$ cat config.mk
export PLATFORM = sky130hd
export DESIGN_NAME = pbd_sqrt
export DESIGN_NICKNAME = d
export VERILOG_FILES = /design/src/pbd_pkg.sv /design/src/pbd_sqrt.sv
export SDC_FILE = /design/constraint.sdc
export NUM_CORES = 2
export LEC_CHECK = 0
export BUFFER_PORTS_ARGS = -buffer_cell sky130_fd_sc_hd__buf_2
export CORE_MARGIN = 2
export CORE_UTILIZATION = 60
export CTS_CLUSTER_SIZE = 12
export DETAILED_ROUTE_END_ITERATION = 7
export PLACE_DENSITY = 0.76
export SYNTH_ARGS = -nofsm -noshare
export SYNTH_HDL_FRONTEND = slang
export SYNTH_SLANG_ARGS = --single-unit
$ cat constraint.sdc
create_clock -name clk_i -period 4.43 [get_ports clk_i]
set_input_delay 0.443 -clock clk_i [delete_from_list [all_inputs] [get_ports clk_i]]
set_output_delay 0.443 -clock clk_i [all_outputs]
set_load 0.03 [all_outputs]
$ cat src/pbd_pkg.sv
// Shared constants and codes of the point to box distance query.
`default_nettype none
package pbd_pkg;

  localparam int COORD_BITS_DEF = 24;

  localparam int CFG_IDX_W = 3;
  localparam logic [CFG_IDX_W-1:0] CFG_MIN_X = 3'd0;
  localparam logic [CFG_IDX_W-1:0] CFG_MIN_Y = 3'd1;
  localparam logic [CFG_IDX_W-1:0] CFG_MIN_Z = 3'd2;
  localparam logic [CFG_IDX_W-1:0] CFG_MAX_X = 3'd3;
  localparam logic [CFG_IDX_W-1:0] CFG_MAX_Y = 3'd4;
  localparam logic [CFG_IDX_W-1:0] CFG_MAX_Z = 3'd5;

  localparam logic [1:0] VERDICT_FAR    = 2'd0;
  localparam logic [1:0] VERDICT_NEAR   = 2'd1;
  localparam logic [1:0] VERDICT_INSIDE = 2'd2;

  localparam logic [2:0] FACE_NONE    = 3'd0;
  localparam logic [2:0] FACE_X_ABOVE = 3'd1;
  localparam logic [2:0] FACE_Z_ABOVE = 3'd2;
  localparam logic [2:0] FACE_X_BELOW = 3'd3;
  localparam logic [2:0] FACE_Y_BELOW = 3'd4;
  localparam logic [2:0] FACE_Y_ABOVE = 3'd5;

  // Handshake control shared by every pipeline section.
  typedef struct packed {
    logic en;
    logic valid;
  } pipe_ctl_t;

endpackage
`default_nettype wire

$ cat src/pbd_sqrt.sv
// Pipelined restoring square root, one result bit per stage.
`default_nettype none
module pbd_sqrt #(
  parameter int ROOT_W = 26,
  parameter int SIDE_W = 8
) (
  input  wire                       clk_i,
  input  wire                       rst_ni,
  input  pbd_pkg::pipe_ctl_t        ctl_i,
  input  wire   [2*ROOT_W-1:0]      sum_i,
  input  wire   [SIDE_W-1:0]        side_i,
  output logic                      valid_o,
  output logic  [ROOT_W-1:0]        root_o,
  output logic  [SIDE_W-1:0]        side_o
);

  localparam int SUM_W = 2 * ROOT_W;
  localparam int TW    = SUM_W + 1;

  logic [SUM_W-1:0]  rem  [ROOT_W+1];
  logic [ROOT_W-1:0] root [ROOT_W+1];
  logic [SIDE_W-1:0] side [ROOT_W+1];
  logic              vld  [ROOT_W+1];

  assign rem[0]  = sum_i;
  assign root[0] = '0;
  assign side[0] = side_i;
  assign vld[0]  = ctl_i.valid;

  for (genvar k = 0; k < ROOT_W; k++) begin : g_stage
    localparam int B = ROOT_W - 1 - k;
    logic [TW-1:0]     trial;
    logic              take;
    logic [SUM_W-1:0]  rem_q;
    logic [ROOT_W-1:0] root_q;
    logic [SIDE_W-1:0] side_q;
    logic              vld_q;

    // (r + 2^B)^2 - r^2 = r * 2^(B+1) + 2^(2B)
    assign trial = (TW'(root[k]) << (B + 1)) | (TW'(1) << (2 * B));
    assign take  = TW'(rem[k]) >= trial;

    always_ff @(posedge clk_i or negedge rst_ni) begin
      if (!rst_ni) begin
        vld_q <= 1'b0;
      end else if (ctl_i.en) begin
        vld_q <= vld[k];
      end
    end

    always_ff @(posedge clk_i) begin
      if (ctl_i.en) begin
        rem_q  <= take ? rem[k] - trial[SUM_W-1:0] : rem[k];
        root_q <= take ? root[k] | (ROOT_W'(1) << B) : root[k];
        side_q <= side[k];
      end
    end

    assign rem[k+1]  = rem_q;
    assign root[k+1] = root_q;
    assign side[k+1] = side_q;
    assign vld[k+1]  = vld_q;
  end

  assign valid_o = vld[ROOT_W];
  assign root_o  = root[ROOT_W];
  assign side_o  = side[ROOT_W];

endmodule
`default_nettype wire

Yosys cells after proc, flatten, opt, wreduce, memory -nomap -nowiden
Cells that the tools add are included.
{"block": "totals", "ff_bits": 2210}
{"block": "op_classes", "addsub": 25, "magnitude_cmp": 26, "n_mux": 26}
{"operator": "52-bit two-way mux", "n": 25}
{"operator": "52-bit by 27-bit >= comparator with 1-bit output", "n": 1}
{"operator": "52-bit by 28-bit >= comparator with 1-bit output", "n": 1}
{"operator": "52-bit by 29-bit >= comparator with 1-bit output", "n": 1}
{"operator": "52-bit by 30-bit >= comparator with 1-bit output", "n": 1}
{"operator": "52-bit by 31-bit >= comparator with 1-bit output", "n": 1}
{"operator": "52-bit by 32-bit >= comparator with 1-bit output", "n": 1}
{"operator": "52-bit by 33-bit >= comparator with 1-bit output", "n": 1}
{"operator": "52-bit by 34-bit >= comparator with 1-bit output", "n": 1}
{"operator": "52-bit by 35-bit >= comparator with 1-bit output", "n": 1}
{"operator": "52-bit by 36-bit >= comparator with 1-bit output", "n": 1}
{"operator": "52-bit by 37-bit >= comparator with 1-bit output", "n": 1}
{"operator": "52-bit by 38-bit >= comparator with 1-bit output", "n": 1}
{"operator": "52-bit by 39-bit >= comparator with 1-bit output", "n": 1}
{"operator": "52-bit by 40-bit >= comparator with 1-bit output", "n": 1}
{"operator": "52-bit by 41-bit >= comparator with 1-bit output", "n": 1}
{"operator": "52-bit by 42-bit >= comparator with 1-bit output", "n": 1}
{"operator": "52-bit by 43-bit >= comparator with 1-bit output", "n": 1}
{"operator": "52-bit by 44-bit >= comparator with 1-bit output", "n": 1}
{"operator": "52-bit by 45-bit >= comparator with 1-bit output", "n": 1}
{"operator": "52-bit by 46-bit >= comparator with 1-bit output", "n": 1}
{"operator": "52-bit by 47-bit >= comparator with 1-bit output", "n": 1}
{"operator": "52-bit by 48-bit >= comparator with 1-bit output", "n": 1}
{"operator": "52-bit by 49-bit >= comparator with 1-bit output", "n": 1}
{"operator": "other kinds (29)", "n": 29}

Longest topological paths before layout
{"block": "logic_depth", "depth_word": 2, "ltp_mapped": 14}

Worst setup path before layout
Ideal clock, no wire load.
{"block": "synth_timing", "kind": "reg2reg", "startpoint": "register g_stage[23].rem_q[26]", "endpoint": "register g_stage[24].rem_q[49] (data pin)", "setup_ps": 258, "t_arrival_ps": 3010, "t_required_ps": 4172, "path_slack_ps": 1161, "path_stages_with_launch": 12, "period_less_slack_ps": 3269, "cell_sequence": "edfxtp_1 ha_1 buf_2 nand4_1 or2_2 or3_1 o211ai_1 nor2_1 o31a_1 a2111oi_4 or3b_1 xnor2_1"}
{"block": "synth_between", "elab_chain_len": 2, "word_cells_on_any_way": 3}
{"element": "start, declared", "line_no": "pbd_sqrt.sv:34", "text": "logic [SUM_W-1:0] rem_q;"}
{"element": "start signal, assigned", "line_no": "pbd_sqrt.sv:53", "text": "rem_q <= take ? rem[k] - trial[SUM_W-1:0] : rem[k];"}
{"element": "52-bit by 28-bit subtractor with 52-bit output or 52-bit by 28-bit >= comparator with 1-bit output (tied branches)", "line_no": "pbd_sqrt.sv:53, pbd_sqrt.sv:41"}
{"element": "52-bit two-way mux (*)", "line_no": "pbd_sqrt.sv:53"}
{"element": "end signal, assigned", "line_no": "pbd_sqrt.sv:53"}
{"element": "end, declared", "line_no": "pbd_sqrt.sv:34"}
Mark *: on every way between the ends. The rest lies on a longest branch, timed or not.
A chain may end at the register's enable or synchronous reset.

Final worst setup path
{"block": "layout_timing", "startpoint": "register g_stage[20].rem_q[13]", "endpoint": "register g_stage[21].rem_q[48] (data pin)"}
{"block": "layout_between", "elab_chain_len": 2, "word_cells_on_any_way": 3}
{"element": "start, declared", "line_no": "pbd_sqrt.sv:34"}
{"element": "start signal, assigned", "line_no": "pbd_sqrt.sv:53"}
{"element": "52-bit by 31-bit subtractor with 52-bit output or 52-bit by 31-bit >= comparator with 1-bit output (tied branches)", "line_no": "pbd_sqrt.sv:53, pbd_sqrt.sv:41"}
{"element": "52-bit two-way mux (*)", "line_no": "pbd_sqrt.sv:53"}
{"element": "end signal, assigned", "line_no": "pbd_sqrt.sv:53"}
{"element": "end, declared", "line_no": "pbd_sqrt.sv:34"}
Marked as above.

==> results by group <==
Yosys
  – Synth async-reset ratio: between 1 and 1.5%
  – Synth area leaders: edfxtp_1 65%, ha_1 5.4%, xnor2_1 3.0%, xor2_1 2.8%, a21oi_1 2.1%
  – Synthesized Nets: ~6.9k
  – Sequential share of the synthesized area: around 66%
  – Synth cell types: 93
  – Area leader, netlist: edfxtp_1
  – Synth top area share: ~65%
  – Primary FF master, synth: edfxtp_1
  – Mapped Area: about 86000 µm²
  – Flops & latches, synth: 1885
  – Top-count cell post-synth: edfxtp_1
  – Cell count after synthesis: 6439
  – Syn Area/Cell: 13.3 µm²
  – EDFF count, synth: ~1.9k
  – Synth warn: 0
  – Top cells by count, synth: 1859 x edfxtp_1, 451 x inv_1, 438 x nand2_1

Detailed routing
  – Number of DRC violations after detailed-routing iteration 0: ~4.3k
  – Drt drc: 0
  – Avg Vias per Cell: approximately 5.9
  – Average wire per cell in the routed design: 20.5 µm
  – Pre-antenna DRT Iters: 6
  – Antenna Nets Post-Route: 0
  – Wirelength, routed: 180000 µm
  – Total number of vias: 52.1k

Clock network
  – Root buffer cell: clkbuf_16
  – CTS Buf Count: 191
  – # hold bufs at CTS: 63
  – Worst-Skew Late Latency: ~840 ps
  – Clock Path Buffers: 3
  – Post-CTS Setup Inserts: 0
  – CTS tree: yes
  – Clock transition at path regs: ~60 ps
  – Clk sinks: 1885
  – H-Tree Depth: 4
  – Post_cts resized: 0

Placement
  – Gpl congestion: between 0.8 and 0.9
  – Pre-CTS WS: 569 ps
  – Post-DP HPWL: between 100000 and 150000 µm
  – IO Port Bufs: 98

STA
  – Tmin final: ~4000 ps
  – Number of hold violations in the final report: 0
  – Worst-margin pin slew: between 1000 and 1500 ps
  – Skew final: about 47 ps
  – Max Clk Rate: approximately 0.25 GHz
  – Worst slew margin: between 10% and 20%
  – Post-route setup slack: about 410 ps
  – RSZ-0062 raised after global routing: false
  – Tcrit/Tclk final: roughly 91%
  – Max Slew Vio Count: 0
  – Setup TNS: 0 ps
  – Final setup viols: 0

Global route
  – Gr usage total: 24.6%
  – Pin count of the biggest net entering global routing: between 150 and 200
  – Total grt overflow: 0
  – Antenna violations before repair: 7
  – Vias in the first global route: between 50k and 60k
  – Global-route wire length before repair: ~280000 µm

Setup path
  – Critical path launch point type: flip-flop
  – R2r setup slk: 410 ps
  – Critical Path AT: between 4000 and 5000 ps
  – Worst Path Class, Setup: reg -> reg
  – Worst setup EP type: flip-flop
  – Max Fanout on Critical Path: 7
  – Req. time, crit path: ~5000 ps

Power
  – Power Density: ~500 nW/µm²
  – Worst vdd ir: 0.375 mV
  – Switch Pwr: 13100 µW
  – Reg power frac: roughly half
  – Clock group share of total power: a little under a third
  – Internal power: about 34000 µW
  – Switch share: between 20 and 30%
  – Comb power frac: approximately 18%
  – Static leakage: roughly 0.036 µW

Die
  – Area of the die: between 100000 and 150000 µm²
  – Die Wd: around 380 µm
  – Initial Util: 60.5%
  – # IOs: between 90 and 100
  – Die height: 382 µm
  – Core Area: roughly 140000 µm²
  – Row count: between 100 and 150

Worst hold path
  – HP Class: in -> reg

Flow run
  – Max-cap viol count: 0

Finish
  – NumNets Final: about 7k
  – Layout area overhead: 11.2%
  – Share of cells above drive strength 1: ~8%

Run status
  – Status: finished clean
[layer usage]
metal,GRT usage (%),part of all wire [%],vias up
met5,0,0.0072,-
met2,45.3,52,1694
met1,28.5,38,25263
li1,-,-,24754
met3,3.56,5.4,434
met4,10.7,4.4,2
[placed cells by master, fill, tap and decap left out, types with 79 or more instances in the layout]
master        n
nor4_1      198
nand2_1     438
clkbuf_16   194
xor2_1      270
nor2_1      388
buf_2        97
inv_1       451
o21ai_0     308
a21oi_1     361
ha_1        373
a21o_1      114
buf_4        79
xnor2_1     290
nor3_1      171
edfxtp_1   1859
nand3_1      94
[worst paths after layout]
kind / from / to / depth (start not counted)
setup / recovery: g_stage[20].rem_q[13] / g_stage[21].rem_q[48] / 10
hold / removal: ctl_i[1] / g_stage[14].rem_q[45] / 1
setup reg to reg: g_stage[20].rem_q[13] / g_stage[21].rem_q[48] / 10
hold reg to reg: g_stage[12].side_q[0] / g_stage[13].side_q[0] / 0
max in group asynchronous: rst_ni / g_stage[16].vld_q / 2
min in group asynchronous: rst_ni / g_stage[12].vld_q / 2
[layout make-up]
class                   count  area, µm²
repair buffers            251       1950
clock inverters            67        724
clock buffers             237       5040
flip-flops and latches   1885      56500
fillers                  9741      46300
multi-input cells        3986      27000
diodes                      1       2.50
inverters                 454       1700
well taps                1890       2360
[power by group through the flow]
stage	Clock [µW]	Combinational, µW	Sequential, µW
floorplan	0	6070	23600
global placement	0	8050	24100
detailed placement	0	8230	24100
CTS	15300	8330	23800
global route	16000	9300	24000
finish	15100	8390	23800
[state kept, by name (all words and copies together), names as in the netlist]
register	flops
g_stage.rem_q	1300
valid_o	1
g_stage.root_q	325
side_o	8
root_o	26
g_stage.vld_q	25
g_stage.side_q	200
[logic make-up after synthesis]
| group | share of synthesized area, % |
|---|---|
| AO/OA/AOI/OAI | 8.48 |
| multiplexers | 1.08 |
| adder cells (fa/ha/maj) | 5.45 |
| AND/OR/NAND/NOR | 10.8 |
| buffers and inverters | 2.60 |
| XOR/XNOR | 5.72 |
| flip-flops | 65.9 |
[per-stage QoR]
| stage | cell area (µm²) | utilization, % | std cells | hold WS (ps) | total power, µW |
|---|---|---|---|---|---|
| after CTS | 95300 | 67.3 | 8770 | 65.1 | 47400 |
| after global routing | 95300 | 67.3 | 8770 | 88.0 | 49300 |
| after global placement | 88900 | 62.8 | 8403 | 401 | 32100 |
| after floorplan | 85700 | - | 6439 | 147 | 29600 |
| after detailed placement | 88900 | 62.8 | 8403 | 405 | 32300 |
| final | 95300 | 67.3 | 8771 | 110 | 47300 |
[critical path: stages, from the launching register on]
cell and delay (ps):
edfxtp_1 400, ha_1 390, a21oi_1 170, o21ai_0 250
a311o_1 510, a311oi_1 460, o21ai_0 260, a31oi_1 440
nand4b_1 410, nor4_1 370, xor2_1 100
Note: power is estimated with default switching activity, not from simulation.
