### config.mk
export PLATFORM = sky130hd
export DESIGN_NAME = pbd_clamp
export DESIGN_NICKNAME = d
export VERILOG_FILES = /design/src/pbd_pkg.sv /design/src/pbd_clamp.sv
export SDC_FILE = /design/constraint.sdc
export NUM_CORES = 1
export LEC_CHECK = 0
export BUFFER_PORTS_ARGS = -buffer_cell sky130_fd_sc_hd__buf_4
export CAP_MARGIN = 10
export CELL_PAD_IN_SITES_DETAIL_PLACEMENT = 2
export CELL_PAD_IN_SITES_GLOBAL_PLACEMENT = 2
export CORE_MARGIN = 10
export CORE_UTILIZATION = 28
export DETAILED_ROUTE_END_ITERATION = 12
export GPL_ROUTABILITY_DRIVEN = 0
export GPL_TIMING_DRIVEN = 0
export PLACE_DENSITY = 0.8
export SYNTH_ARGS = -nofsm -noshare
export SYNTH_HDL_FRONTEND = slang
export SYNTH_SLANG_ARGS = --single-unit
### constraint.sdc
create_clock -name clk_i -period 1 [get_ports clk_i]
set_input_delay 0.1 -clock clk_i [delete_from_list [all_inputs] [get_ports clk_i]]
set_output_delay 0.1 -clock clk_i [all_outputs]
set_load 0.05 [all_outputs]
### src/pbd_pkg.sv
// Shared constants and codes of the point to box distance query.
`default_nettype none
package pbd_pkg;

  localparam int COORD_BITS_DEF = 24;

  localparam int CFG_IDX_W = 3;
  localparam logic [CFG_IDX_W-1:0] CFG_MIN_X = 3'd0;
  localparam logic [CFG_IDX_W-1:0] CFG_MIN_Y = 3'd1;
  localparam logic [CFG_IDX_W-1:0] CFG_MIN_Z = 3'd2;
  localparam logic [CFG_IDX_W-1:0] CFG_MAX_X = 3'd3;
  localparam logic [CFG_IDX_W-1:0] CFG_MAX_Y = 3'd4;
  localparam logic [CFG_IDX_W-1:0] CFG_MAX_Z = 3'd5;

  localparam logic [1:0] VERDICT_FAR    = 2'd0;
  localparam logic [1:0] VERDICT_NEAR   = 2'd1;
  localparam logic [1:0] VERDICT_INSIDE = 2'd2;

  localparam logic [2:0] FACE_NONE    = 3'd0;
  localparam logic [2:0] FACE_X_ABOVE = 3'd1;
  localparam logic [2:0] FACE_Z_ABOVE = 3'd2;
  localparam logic [2:0] FACE_X_BELOW = 3'd3;
  localparam logic [2:0] FACE_Y_BELOW = 3'd4;
  localparam logic [2:0] FACE_Y_ABOVE = 3'd5;

  // Handshake control shared by every pipeline section.
  typedef struct packed {
    logic en;
    logic valid;
  } pipe_ctl_t;

endpackage
`default_nettype wire

### src/pbd_clamp.sv
// First stage: inside test, clamp to the box, per axis distances and face code.
`default_nettype none
module pbd_clamp #(
  parameter int COORD_BITS = pbd_pkg::COORD_BITS_DEF
) (
  input  wire                         clk_i,
  input  wire                         rst_ni,
  input  pbd_pkg::pipe_ctl_t          ctl_i,
  input  wire signed [COORD_BITS-1:0] box_min_i [3],
  input  wire signed [COORD_BITS-1:0] box_max_i [3],
  input  wire signed [COORD_BITS-1:0] point_i [3],
  input  wire        [COORD_BITS-1:0] limit_i,
  output logic                        valid_o,
  output logic                        inside_o,
  output logic signed [COORD_BITS-1:0] near_o [3],
  output logic       [COORD_BITS:0]   diff_o [3],
  output logic       [2:0]            face_o,
  output logic       [COORD_BITS-1:0] limit_o
);

  localparam int D = COORD_BITS + 1;

  logic ge_min [3];
  logic le_max [3];
  logic signed [COORD_BITS-1:0] near_d [3];
  logic [D-1:0] diff_d [3];
  logic [2:0] face_d;
  logic inside_d;
  logic valid_q;
  logic inside_q;
  logic signed [COORD_BITS-1:0] near_q [3];
  logic [D-1:0] diff_q [3];
  logic [2:0] face_q;
  logic [COORD_BITS-1:0] limit_q;

  function automatic logic [D-1:0] sub_mag(input logic signed [COORD_BITS-1:0] a,
                                           input logic signed [COORD_BITS-1:0] b);
    logic signed [D-1:0] r;
    r = D'(a) - D'(b);
    return r;
  endfunction

  always_comb begin
    for (int a = 0; a < 3; a++) begin
      ge_min[a] = point_i[a] >= box_min_i[a];
      le_max[a] = point_i[a] <= box_max_i[a];
    end
    inside_d = ge_min[0] && le_max[0] && ge_min[1] && le_max[1] && ge_min[2] && le_max[2];
    face_d = pbd_pkg::FACE_NONE;
    // x axis: the upper bound is tested first.
    if (!le_max[0]) begin
      near_d[0] = box_max_i[0];
      diff_d[0] = sub_mag(point_i[0], box_max_i[0]);
      face_d    = pbd_pkg::FACE_X_ABOVE;
    end else if (!ge_min[0]) begin
      near_d[0] = box_min_i[0];
      diff_d[0] = sub_mag(box_min_i[0], point_i[0]);
      face_d    = pbd_pkg::FACE_X_BELOW;
    end else begin
      near_d[0] = point_i[0];
      diff_d[0] = '0;
    end
    // z axis: the bound tested first depends on the x outcome, which matters
    // only for an inverted box.
    if (le_max[0] && !ge_min[0]) begin
      if (!ge_min[2]) begin
        near_d[2] = box_min_i[2];
        diff_d[2] = sub_mag(box_min_i[2], point_i[2]);
      end else if (!le_max[2]) begin
        near_d[2] = box_max_i[2];
        diff_d[2] = sub_mag(point_i[2], box_max_i[2]);
      end else begin
        near_d[2] = point_i[2];
        diff_d[2] = '0;
      end
    end else begin
      if (!le_max[2]) begin
        near_d[2] = box_max_i[2];
        diff_d[2] = sub_mag(point_i[2], box_max_i[2]);
        if (le_max[0]) begin
          face_d = pbd_pkg::FACE_Z_ABOVE;
        end
      end else if (!ge_min[2]) begin
        near_d[2] = box_min_i[2];
        diff_d[2] = sub_mag(box_min_i[2], point_i[2]);
      end else begin
        near_d[2] = point_i[2];
        diff_d[2] = '0;
      end
    end
    // y axis: lower bound first, and it overrides the face code.
    if (!ge_min[1]) begin
      near_d[1] = box_min_i[1];
      diff_d[1] = sub_mag(box_min_i[1], point_i[1]);
      face_d    = pbd_pkg::FACE_Y_BELOW;
    end else if (!le_max[1]) begin
      near_d[1] = box_max_i[1];
      diff_d[1] = sub_mag(point_i[1], box_max_i[1]);
      face_d    = pbd_pkg::FACE_Y_ABOVE;
    end else begin
      near_d[1] = point_i[1];
      diff_d[1] = '0;
    end
  end

  always_ff @(posedge clk_i or negedge rst_ni) begin
    if (!rst_ni) begin
      valid_q <= 1'b0;
    end else if (ctl_i.en) begin
      valid_q <= ctl_i.valid;
    end
  end

  always_ff @(posedge clk_i) begin
    if (ctl_i.en) begin
      inside_q <= inside_d;
      near_q   <= near_d;
      diff_q   <= diff_d;
      face_q   <= face_d;
      limit_q  <= limit_i;
    end
  end

  assign valid_o  = valid_q;
  assign inside_o = inside_q;
  assign near_o   = near_q;
  assign diff_o   = diff_q;
  assign face_o   = face_q;
  assign limit_o  = limit_q;

endmodule
`default_nettype wire

## After elaboration in Yosys (flattened, before gate mapping)

Index checks and enable logic that the tools add are counted.

- Flip-flop bits (word level): 176
- Output and inout port bits: 176

- Add/sub/neg operators: 6
- Muxes and demuxes: 24
- Order comparisons: 6
- Reductions and logical operators: 8

Operators by type and width:

| cell | count |
|---|---|
| 2-to-1 mux 25 bit | 9 |
| 2-to-1 mux 24 bit | 9 |
| subtractor 24 x 24 -> 25 bit | 6 |
| >= comparator 24 bit | 3 |
| less-or-equal comparator 24 bit | 3 |
| 2-to-1 mux 3 bit | 3 |
| logical AND 1 bit | 6 |
| 2-to-1 mux 2 bit | 2 |
| AND reduction 2 bit | 1 |
| logical NOT 1 bit | 1 |
| 2-to-1 mux 1 bit | 1 |

## Logic depth before layout (Yosys ltp)

- Depth in word-level cells: 7
- Mapped depth: 14
- Mapped depth without buffers: 12

## Worst setup path before layout

No wires, ideal clock.

- Path type: input to register
- From: input box_min_i[0] (netlist bit)
- To: register diff_q, in the netlist diff_o[18], data pin
- Cell stages on the path: 12
- Arrival time: 2.493 ns
- Buffers on the path: 0
- Library setup time: 0.256 ns
- Slack: -1.749 ns
- Cell sequence: inv_1 > ha_1 > inv_1 > fa_1 > a211oi_1 > o21bai_1 > a2111o_1 > a2111oi_0 > o31ai_1 > a21oi_1 > xnor2_1 > a22o_1

RTL lines:

| what | line | source |
|---|---|---|
| from (decl) | pbd_clamp.sv:9 | `input wire signed [COORD_BITS-1:0] box_min_i [3],` |
| to (signal assigned) | pbd_clamp.sv:118 | `diff_q <= diff_d;` |
| to (decl) | pbd_clamp.sv:32 | `logic [D-1:0] diff_q [3];` |

==> flow_summary_export.csv <==
group,metric,value,unit
outcome,outcome,"finished, violations left",
outcome,violations,"hold timing, setup timing",
yosys,synth-xor-area-share,6.305,%
critical_path,cp_slowest_cell,"nor3_1",
power_and_ir_drop,power.total,0.04684,W
clocking,htreeDepth,4,
yosys,yosys.area.top_type,"edfxtp_1",
clocking,cts_root_buffer,"clkbuf_16",
yosys,synth_compound_area_share,26.86,%
sta,rsz0062_at_grt,"true",
yosys,syn_inst,1788,
floorplanning,ioPinCount,420,
clocking,cts_tree,"built",
route,antenna_left,0,
yosys,synth_cell_type_count,85,
sta,fin_ws,-2.428,ns
sta,maxSlewHeadroom,31.87,%
global_route,grt_pass1_vias,21450,
global_route,antenna_found_initial,7,
critical_path,cp.arrival,3.79,ns
yosys,yosysSeqAreaShare,33.34,%
critical_path,path_cells,"buf_4 > inv_1 > ha_1 > clkbuf_2 > a21o_1 > a21oi_1 > o221a_2 > o21ai_4 > a21o_1 > buf_6 > clkbuf_8 > nor3_1 > a221o_1",
job,max-cap-violations,0,
sta,max_freq,291.7,MHz
yosys,async_flop_share,0.5682,%
sta,min_period,3.428,ns
floorplanning,die_area,0.06647,mm2
clocking,clk_pin_slew,0.09,ns
critical_path,critPathMaxStageDelay,0.66,ns
route,drt_iter0_drc,2235,
critical_path,crit_path_max_fanout,10,
cells_and_area,layout-drive-gt1-share,48.00,%
floorplanning,die_h,257.8,um
power_and_ir_drop,p_clk_share,15.9,%
power_and_ir_drop,switching_share,47.81,%
sta,fin_skew,0,ns
yosys,synth_simple_gate_area_share,13.83,%
power_and_ir_drop,pwr_density_cell,1616,mW/mm2
critical_path,path_delay_family,"compound AO/OA/AOI/OAI gates",
worst_hold_path,min_path_type,"in -> reg",
global_route,grt_max_degree,95,
critical_path,crit_top_cell,"a21o_1",
yosys,netlist.area_leader.share,33.18,%
sta,final-setup-viol-count,327,
route,wl,130500,um
yosys,ys_seq_elements,176,
power_and_ir_drop,ir_worst_vdd,1.681,mV
cells_and_area,layout_commonest_cell,"buf_4",
yosys,syn_nets,2184,
power_and_ir_drop,seqPwrFrac,23.1,%
global_route,gr-total-overflow,0,
power_and_ir_drop,power_frac_comb,61.0,%
critical_path,critical_path_class,"in -> reg",
yosys,synth-edff-count,175,
sta,fin_hold_ws,-0.009974,ns
sta,slew_viol_final,0,
yosys,postSynthAreaPerCell,8.857,um2
place,pre_cts_slack,-2.562,ns
place,port-buffer-count,419,
sta,fin_crit_sh,342.8,%
clocking,numClockSinks,176,
cells_and_area,nNetsFinal,2961,
cells_and_area,utilization,51.60,%
clocking,clock_path_buffers,2,
yosys,synth_top_family_by_area,"compound AO/OA/AOI/OAI gates",
critical_path,endpoint_kind,"flip-flop",
power_and_ir_drop,leakage,11.71,nW
cells_and_area,multi_input_area,0.01330,mm2
global_route,grt_usage,28.88,%
floorplanning,die_x,257.8,um
yosys,synthTopCellsByArea,"edfxtp_1 33%, ha_1 12%, a21oi_1 5.8%",
floorplanning,initial_core_util,28.19,%
place,dp.final_hpwl,64170,um
floorplanning,fp.coreArea,0.05617,mm2
route,vias_per_cell,6.350,
critical_path,start_kind,"input port",
cells_and_area,final_cell_mix,"383 x buf_4, 229 x buf_6, 175 x edfxtp_1",
cells_and_area,syn2layout_area_growth,83.01,%
route,wl_per_cell,39.11,um
sta,worst_pin_slew,1.011,ns
power_and_ir_drop,p_switching,0.02240,W
sta,final-hold-violation-count,1,
route,firstDrtPassIters,7,
clocking,clk_latency,0.51,ns
global_route,grt_first_pass_wirelength,146100,um
clocking,cts_buffers,17,
yosys,syn_area,0.01584,mm2
yosys,yosys-mux-area-fraction,1.011,%
cells_and_area,fill_cells,5586,
yosys,ys_warn_count,0,
cells_and_area,seq_area,0.005280,mm2
route,vias,21190,
critical_path,cp_num_buf_inv,5,
yosys,synth_fa_ha_area_share,12.29,%
yosys,synth-main-ff-cell,"edfxtp_1",
floorplanning,num_rows,87,
route,drc,0,
power_and_ir_drop,internal-power,0.02445,W
critical_path,critPathRequiredTime,1.36,ns
-- stage by stage --
step / TNS, ns / std cells / instance area (um2)
after global placement: -545.45 / 2963 / 21190
after floorplan: -197.20 / 1788 / 17100
after CTS: -222.30 / 3203 / 24970
after global routing: -276.29 / 3335 / 28980
final: -279.27 / 3336 / 28980
after detailed placement: -384.77 / 2964 / 21230
-- cells by family (layout without fill, tap and decap cells) --
logic type | after synthesis | in the layout
and+or+nand+nor | 442 | 442
other | 0 | 5
AOI/OAI and AO/OA | 638 | 638
xor gates and xnor gates | 114 | 114
muxes | 15 | 15
adders and majority gates | 152 | 152
DFF | 176 | 176
buffers and inverters | 251 | 1038
-- power by group through the flow --
stage	Clock, W	Sequential [W]	Combinational, W
detailed placement	0	0.0104	0.0187
CTS	0.00706	0.0103	0.0215
global route	0.00764	0.0109	0.0290
floorplan	0	0.0146	0.00776
global placement	0	0.0104	0.0182
finish	0.00744	0.0108	0.0286
-- synthesized netlist by cell type, types with 8 or more instances --
cell / instances
buf_2: 24
nor2b_1: 18
nand2_1: 121
nand2b_1: 24
or3_1: 9
inv_1: 176
clkbuf_1: 42
nor3_1: 89
o21ai_0: 114
a31oi_1: 12
a211oi_1: 13
a21boi_0: 8
nand4_1: 34
xor2_1: 51
nor2_1: 70
a222oi_1: 18
ha_1: 146
a22o_1: 10
o31ai_1: 10
o211ai_1: 9
o31a_1: 8
edfxtp_1: 175
and3_1: 12
nand3_1: 31
o21a_1: 29
a221o_1: 27
o21bai_1: 15
xnor2_1: 63
a21o_1: 50
a21oi_1: 185
o22ai_1: 55
-- area by class of cell --
class / instances / share of cell area [%]
multi-input combinational: 1361 / 45.91
timing repair buffer: 774 / 25.61
sequential: 176 / 18.22
tap: 756 / 3.264
inverter: 177 / 2.763
buffer: 58 / 2.344
clock buffer: 17 / 1.468
clock inverter: 12 / 0.3842
antenna: 5 / 0.04317
-- per-layer routing --
layer  global-route usage [%]  part of all wire [%]  up-vias
met4                    14.08                   7.8        6
met5                        0                 0.035        -
met2                    52.18                    49     1575
met3                    6.329                   8.4      642
met1                    31.51                    35    10650
li1                         -                     -     8309
-- what timing repair did --
item	4_1_cts	5_1_grt
resized for setup	245	661
pin swaps	76	195
buffers inserted	86	135
cloned	3	10
endpoints found under the hold margin	89	1
hold buffers	131	1
setup endpoints to repair	367	417
-- state kept, by name, indices dropped and copies added, names as in the netlist --
signal and flops:
diff_o 75, near_o 72, limit_o 24, face_o 3
inside_o 1, valid_o 1
-- worst paths after layout --
| kind | startpoint | endpoint | slack (ns) | depth (start not counted) |
|---|---|---|---|---|
| max in group asynchronous | rst_ni | valid_o | 0.43 | 3 |
| worst max register to register | valid_o | valid_o | 0.22 | 1 |
| worst min-delay path | box_max_i[3] | near_o[3] | -0.01 | 2 |
| worst min register to register | valid_o | valid_o | 0.57 | 1 |
| worst max-delay path | point_i[14] | near_o[14] | -2.43 | 13 |
| min in group asynchronous | rst_ni | valid_o | 0.46 | 3 |
(Power assumes the default switching activity.)
